## src/hw/rtl/cfns_pkg.sv

```systemverilog
`timescale 1ns / 1ps
// cfns_pkg: widths, register indexes, payload types and control structs
// for the cover-fit nearest scaler map; no dependencies
package cfns_pkg;

  localparam int DIM_W             = 13;
  localparam int COORD_W           = 12;
  localparam int PITCH_W           = 16;
  localparam int OFF_W             = 28;
  localparam int DIV_W             = 2 * DIM_W;
  localparam int MAX_DIMENSION_DEF = 4096;
  localparam int CFG_IDX_W         = 3;
  localparam int CFG_DATA_W        = 16;

  // configuration register indexes
  localparam logic [CFG_IDX_W-1:0] REG_FRAME_WIDTH     = CFG_IDX_W'(0);
  localparam logic [CFG_IDX_W-1:0] REG_FRAME_HEIGHT    = CFG_IDX_W'(1);
  localparam logic [CFG_IDX_W-1:0] REG_OUTPUT_WIDTH    = CFG_IDX_W'(2);
  localparam logic [CFG_IDX_W-1:0] REG_OUTPUT_HEIGHT   = CFG_IDX_W'(3);
  localparam logic [CFG_IDX_W-1:0] REG_FRAME_ROW_PITCH = CFG_IDX_W'(4);

  // which division the shared divider runs
  typedef enum logic [1:0] {
    DIV_CROP,
    DIV_STEP_X,
    DIV_STEP_Y
  } div_sel_e;

  typedef struct packed {
    logic [COORD_W-1:0] out_column;
    logic [COORD_W-1:0] out_row;
  } in_t;

  typedef struct packed {
    logic [COORD_W-1:0] source_x;
    logic [COORD_W-1:0] source_y;
    logic [OFF_W-1:0]   byte_offset;
    logic               in_range;
  } out_t;

  typedef struct packed {
    logic     load_in;
    logic     prod_load;
    logic     div_start;
    div_sel_e div_sel;
    logic     crop_load;
    logic     stepx_load;
    logic     stepy_load;
    logic     sweep_init;
    logic     sweep_step;
    logic     rd;
    logic     out_load;
  } cmd_t;

  typedef struct packed {
    logic cfg_wr;
    logic cfg_ok;
    logic div_done;
    logic sweep_last;
  } status_t;

endpackage

```

## src/hw/rtl/cfns_ctrl.sv

```systemverilog
`timescale 1ns / 1ps
// cfns_ctrl: sequencer for map rebuild and per-pixel lookup
// depends on cfns_pkg
module cfns_ctrl (
  input  logic              clk_i,
  input  logic              rst_ni,
  input  logic              in_valid_i,
  output logic              in_ready_o,
  output logic              out_valid_o,
  input  logic              out_ready_i,
  input  cfns_pkg::status_t status_i,
  output cfns_pkg::cmd_t    cmd_o
);
  import cfns_pkg::*;

  localparam logic [3:0] S_IDLE      = 4'd0;
  localparam logic [3:0] S_PROD      = 4'd1;
  localparam logic [3:0] S_CROP_GO   = 4'd2;
  localparam logic [3:0] S_CROP_WAIT = 4'd3;
  localparam logic [3:0] S_X_GO      = 4'd4;
  localparam logic [3:0] S_X_WAIT    = 4'd5;
  localparam logic [3:0] S_Y_GO      = 4'd6;
  localparam logic [3:0] S_Y_WAIT    = 4'd7;
  localparam logic [3:0] S_SWEEP     = 4'd8;
  localparam logic [3:0] S_RD        = 4'd9;
  localparam logic [3:0] S_MUL       = 4'd10;

  logic [3:0] state_q, state_d;
  logic       cur_q, cur_d;
  logic       oval_q, oval_d;

  always_comb begin
    state_d = state_q;
    cur_d   = cur_q;
    oval_d  = oval_q;
    cmd_o   = '0;
    if (oval_q && out_ready_i) begin
      oval_d = 1'b0;
    end
    if (status_i.cfg_wr) begin
      cur_d = 1'b0;
    end
    unique case (state_q)
      S_IDLE: begin
        if (in_valid_i) begin
          cmd_o.load_in = 1'b1;
          if (status_i.cfg_ok && !cur_q) begin
            state_d = S_PROD;
          end else begin
            state_d = S_RD;
          end
        end
      end
      S_PROD: begin
        cmd_o.prod_load = 1'b1;
        state_d         = S_CROP_GO;
      end
      S_CROP_GO: begin
        cmd_o.div_start = 1'b1;
        cmd_o.div_sel   = DIV_CROP;
        state_d         = S_CROP_WAIT;
      end
      S_CROP_WAIT: begin
        cmd_o.div_sel = DIV_CROP;
        if (status_i.div_done) begin
          cmd_o.crop_load = 1'b1;
          state_d         = S_X_GO;
        end
      end
      S_X_GO: begin
        cmd_o.div_start = 1'b1;
        cmd_o.div_sel   = DIV_STEP_X;
        state_d         = S_X_WAIT;
      end
      S_X_WAIT: begin
        cmd_o.div_sel = DIV_STEP_X;
        if (status_i.div_done) begin
          cmd_o.stepx_load = 1'b1;
          state_d          = S_Y_GO;
        end
      end
      S_Y_GO: begin
        cmd_o.div_start = 1'b1;
        cmd_o.div_sel   = DIV_STEP_Y;
        state_d         = S_Y_WAIT;
      end
      S_Y_WAIT: begin
        cmd_o.div_sel = DIV_STEP_Y;
        if (status_i.div_done) begin
          cmd_o.stepy_load = 1'b1;
          cmd_o.sweep_init = 1'b1;
          state_d          = S_SWEEP;
        end
      end
      S_SWEEP: begin
        cmd_o.sweep_step = 1'b1;
        if (status_i.sweep_last) begin
          cur_d   = 1'b1;
          state_d = S_RD;
        end
      end
      S_RD: begin
        cmd_o.rd = 1'b1;
        state_d  = S_MUL;
      end
      S_MUL: begin
        // result register must be free or emptying this cycle
        if (!oval_q || out_ready_i) begin
          cmd_o.out_load = 1'b1;
          oval_d         = 1'b1;
          state_d        = S_IDLE;
        end
      end
      default: begin
        state_d = S_IDLE;
      end
    endcase
  end

  always_ff @(posedge clk_i or negedge rst_ni) begin
    if (!rst_ni) begin
      state_q <= S_IDLE;
      cur_q   <= 1'b0;
      oval_q  <= 1'b0;
    end else begin
      state_q <= state_d;
      cur_q   <= cur_d;
      oval_q  <= oval_d;
    end
  end

  assign in_ready_o  = (state_q == S_IDLE);
  assign out_valid_o = oval_q;

endmodule

```

## config.mk

```make
export PLATFORM = sky130hd
export DESIGN_NAME = cfns_ctrl
export DESIGN_NICKNAME = d
export VERILOG_FILES = /design/src/hw/rtl/cfns_pkg.sv /design/src/hw/rtl/cfns_ctrl.sv
export SDC_FILE = /design/constraint.sdc
export NUM_CORES = 1
export LEC_CHECK = 0
export ABC_AREA = 1
export BUFFER_PORTS_ARGS = -buffer_cell sky130_fd_sc_hd__buf_2
export CAP_MARGIN = 20
export CORE_AREA = 2 2 39 41
export CTS_CLUSTER_SIZE = 14
export DETAILED_ROUTE_END_ITERATION = 16
export DIE_AREA = 0 0 41 43
export PLACE_DENSITY = 0.62
export SYNTH_ARGS = -nofsm -noshare
export SYNTH_HDL_FRONTEND = slang
export SYNTH_SLANG_ARGS = --single-unit
export TNS_END_PERCENT = 20
```

## constraint.sdc

```tcl
create_clock -name clk_i -period 3.2 [get_ports clk_i]
set_input_delay 0.48 -clock clk_i [delete_from_list [all_inputs] [get_ports clk_i]]
set_output_delay 0.48 -clock clk_i [all_outputs]
set_load 0.005 [all_outputs]
```

### Word level (Yosys, flattened, before mapping)

Index checks and enable logic that the tools add are counted.

| word-level totals | value |
|---|---|
| memories kept | 0 |
| latch bits | 0 |
| output and inout bits | 14 |
| register bits | 6 |
| bits of input ports | 8 |
| memory bits (writable) | 0 |
| memory bits (read-only) | 0 |
| logic and storage cells | 57 |

| operators by class | value |
|---|---|
| reductions and logical operators | 10 |
| magnitude comparators | 0 |
| shifts and indexed selects | 0 |
| $mul | 0 |
| add/sub/neg operators | 0 |
| div/mod/pow operators | 0 |
| bitwise logic cells | 0 |
| mux-type cells | 28 |
| equal/unequal tests | 16 |

Operators by type and width:

| cell | count |
|---|---|
| $pmux W4 S11 | 1 |
| $mux W4 | 7 |
| $mux W1 | 17 |
| $eq A4 B3 Y1 const B | 4 |
| $eq A4 B4 Y1 const B | 3 |
| $ne A2 B2 Y1 const B | 6 |
| $eq A4 B2 Y1 const B | 2 |
| $reduce_and A6 Y1 | 1 |
| $eq A4 B1 Y1 const B | 1 |
| $logic_not A4 Y1 | 1 |
| $mux W2 | 2 |
| $pmux W2 S2 | 1 |
| $reduce_or A2 Y1 | 2 |
| $reduce_or A3 Y1 | 1 |
| $logic_and A1 B1 Y1 | 2 |
| $logic_not A1 Y1 | 2 |
| $logic_or A1 B1 Y1 | 1 |

### Longest topological paths before layout

| depth | value |
|---|---|
| depth after elaboration | 5 |
| depth in mapped cells | 7 |
| depth with buffers taken out | 7 |

### Worst setup path before layout

OpenSTA, ideal clock, no wires.

| path | value |
|---|---|
| kind | register to output |
| from | register state_q[2] |
| to | output cmd_o[4] (netlist name) |
| data required time | 2.720 ns |
| arrival | 0.945 ns |
| path slack | 1.775 ns |
| stages on the path, launching flop included | 6 |
| cells stage by stage | dfrtp_1 -> inv_1 -> nor2_1 -> nand2_1 -> nor2_1 -> buf_4 |

RTL lines:

| what | RTL line | source |
|---|---|---|
| from (decl) | cfns_ctrl.sv:28 | `logic [3:0] state_q, state_d;` |
| from (signal assigned) | cfns_ctrl.sv:126 | `state_q <= state_d;` |
| to (decl) | cfns_ctrl.sv:12 | `output cfns_pkg::cmd_t cmd_o` |

==> impl_metrics.env <==
export IMPL_synth_top_cell_area_share_pct=32.17
export IMPL_ys_types=16
export IMPL_skew_ns=0.001862
export IMPL_arrival_ns=1.32
export IMPL_nets=108
export IMPL_tightest_slew_ns=0.2419
export IMPL_die_h_um=43
export IMPL_drive_above_1_share_pct=35.71
export IMPL_dr_pass1_iters=4
export IMPL_wire_per_inst_um=9.132
export IMPL_crit_path_start_kind="register"
export IMPL_cts_buffers=3
export IMPL_post_cts_buffers=0
export IMPL_hold_viol_final=0
export IMPL_fin_crit_ns=1.801
export IMPL_htree_levels=1
export IMPL_synth_nets=83
export IMPL_io_buffers=21
export IMPL_start_util_pct=33.73
export IMPL_cts_hold_buf=0
export IMPL_syn_instance_count=75
export IMPL_clk_pin_slew_ns=0.04
export IMPL_power_density_nw_per_um2=832.1
export IMPL_area_growth_pct=30.03
export IMPL_critPathMaxFanout=6
export IMPL_grt_max_degree=8
export IMPL_setup_viol=0
export IMPL_grt_usage_pct=14.53
export IMPL_cts_tree="done"
export IMPL_grt_overflow_total=0
export IMPL_multi_input_area_um2=249.0
export IMPL_rsz0062_at_grt="false"
export IMPL_clk_latency_ns=0.24
export IMPL_grt_pass1_vias=459
export IMPL_hold_path_class="primary input to async pin"
export IMPL_clockBufferDepth=2
export IMPL_wirelength_mm=1.041
export IMPL_place_ws_ns=1.640
export IMPL_synth_area_leaders="dfrtp_1 (32%), nand2_1 (14%), inv_1 (10%), nor2_1 (9.7%), nand3_2 (4.3%)"
export IMPL_die_area_um2=1763
export IMPL_rows=14
export IMPL_antenna_cells=0
export IMPL_cts_sinks=6
export IMPL_synth_seq_area_share_pct=32.17
export IMPL_drc=0
export IMPL_period_share_pct=56.27
export IMPL_tns_ns=0
export IMPL_grt_first_pass_wirelength_mm=1.731
export IMPL_via_count=516
export IMPL_maxCapViolCount=0
export IMPL_cp_end_kind="output port"
export IMPL_vdd_drop_max_v=0.0003061
export IMPL_cts_resized=0
export IMPL_outcome="complete, no violations"
export IMPL_ff_latch_area_um2=150.1
export IMPL_synth_ff_latch_count=6
export IMPL_crit_required_ns=2.72
export IMPL_p_leak_nw=0.3797
export IMPL_avgSynthCellArea_um2=6.223
export IMPL_max_slew_margin_pct=83.87
export IMPL_max_freq_mhz=555.3
export IMPL_setup_slack_ns=1.399
export IMPL_cts_root_buf="clkbuf_4"
export IMPL_drtIter0Drc=10
export IMPL_dp_hpwl_um=902.2
export IMPL_dieWidth_um=41
export IMPL_final_fill_count=152
export IMPL_gp_congestion=0.7911
export IMPL_yosys_area_top_type="dfrtp_1"
export IMPL_coreArea_um2=1384
export IMPL_synth_area_um2=466.7
export IMPL_antenna_found_initial=0
export IMPL_ios=22
export IMPL_drv_slew=0
export IMPL_synth_warnings=0
export IMPL_viasPerCell=4.526
export IMPL_postRouteAntennaNets=0
export IMPL_path_class="register to output port"
[worst max-delay path, stage by stage (launching register included)]
cell and delay, ns:
dfrtp_1 0.46, inv_1 0.09, nor2_1 0.13, inv_1 0.10, nor3_1 0.16, buf_2 0.14
[synth_stat cells (all sizes together)]
library cell,n
a21oi,1
o21ai,5
dfrtp,6
buf,1
nor3,4
inv,16
nand3,5
nand2,19
o22ai,2
nor2,16
[flip-flops by register name, summed over array words and instances (netlist names)]
signal	count
state_q	4
cur_q	1
out_valid_o	1
[metal layers]
metal	part of all wire, %	routed length, um	global-route usage (%)
met3	4.8	50	3.141
met2	50	523	23.13
met4	1.2	12	8.000
met5	0	0	0
met1	44	455	16.99
[cells in the final DEF (no fill, tap or decap)]
master / synthesis / layout
a21oi_1: 1 / 1
buf_2: 0 / 21
clkbuf_4: 0 / 3
dfrtp_1: 6 / 6
inv_1: 13 / 13
inv_2: 3 / 3
nand2_1: 17 / 17
nand2_2: 2 / 2
nand3_1: 3 / 3
nand3_2: 2 / 2
nor2_1: 12 / 12
nor2_2: 3 / 3
nor2_4: 1 / 1
nor3_1: 4 / 4
o21ai_0: 4 / 4
o21ai_1: 1 / 1
o22ai_1: 2 / 2
[cell type report]
class | instances | share of cell area (%)
sequential | 6 | 24.74
clock buffer | 3 | 3.711
multi-input combinational | 52 | 41.03
inverter | 16 | 9.897
tap | 16 | 3.299
timing repair buffer | 21 | 17.32
[report_power, final]
part	switching, mW	leakage (nW)	internal [mW]
Sequential	0.0423	0.0780	0.105
Clock	0.0245	0.0138	0.0422
Combinational	0.178	0.288	0.112
Total	0.245	0.380	0.260
[cells by family after synthesis]
family                 synth area share [%]
AO/OA/AOI/OAI                         9.113
buffers and inverters                 14.48
flip-flops                            32.17
AND/OR/NAND/NOR                       44.23
[final timing paths]
path	from	endpoint	slack, ns	cells after the start
min	rst_ni	cur_q	0.06	1
max in group asynchronous	rst_ni	state_q[0]	3.00	1
min reg2reg	out_valid_o	out_valid_o	0.54	2
max	state_q[2]	cmd_o[5]	1.40	5
min in group clk_i	status_i[3]	cur_q	0.43	2
max reg2reg	state_q[2]	state_q[2]	2.00	7
[per-stage QoR]
stage	cells	total power, mW	utilization, %	hold slack [ns]	area (um^2)
after detailed placement	111	0.4427	42.22	0.3125	584.3
final	114	0.5050	43.85	0.05807	606.8
after global routing	114	0.5722	43.85	0.05718	606.8
after floorplan	75	0.3526	-	0.1844	466.7
after CTS	114	0.5144	43.85	0.05530	606.8
after global placement	111	0.4405	42.22	0.3129	584.3
Note: power is estimated with default switching activity, not from simulation.
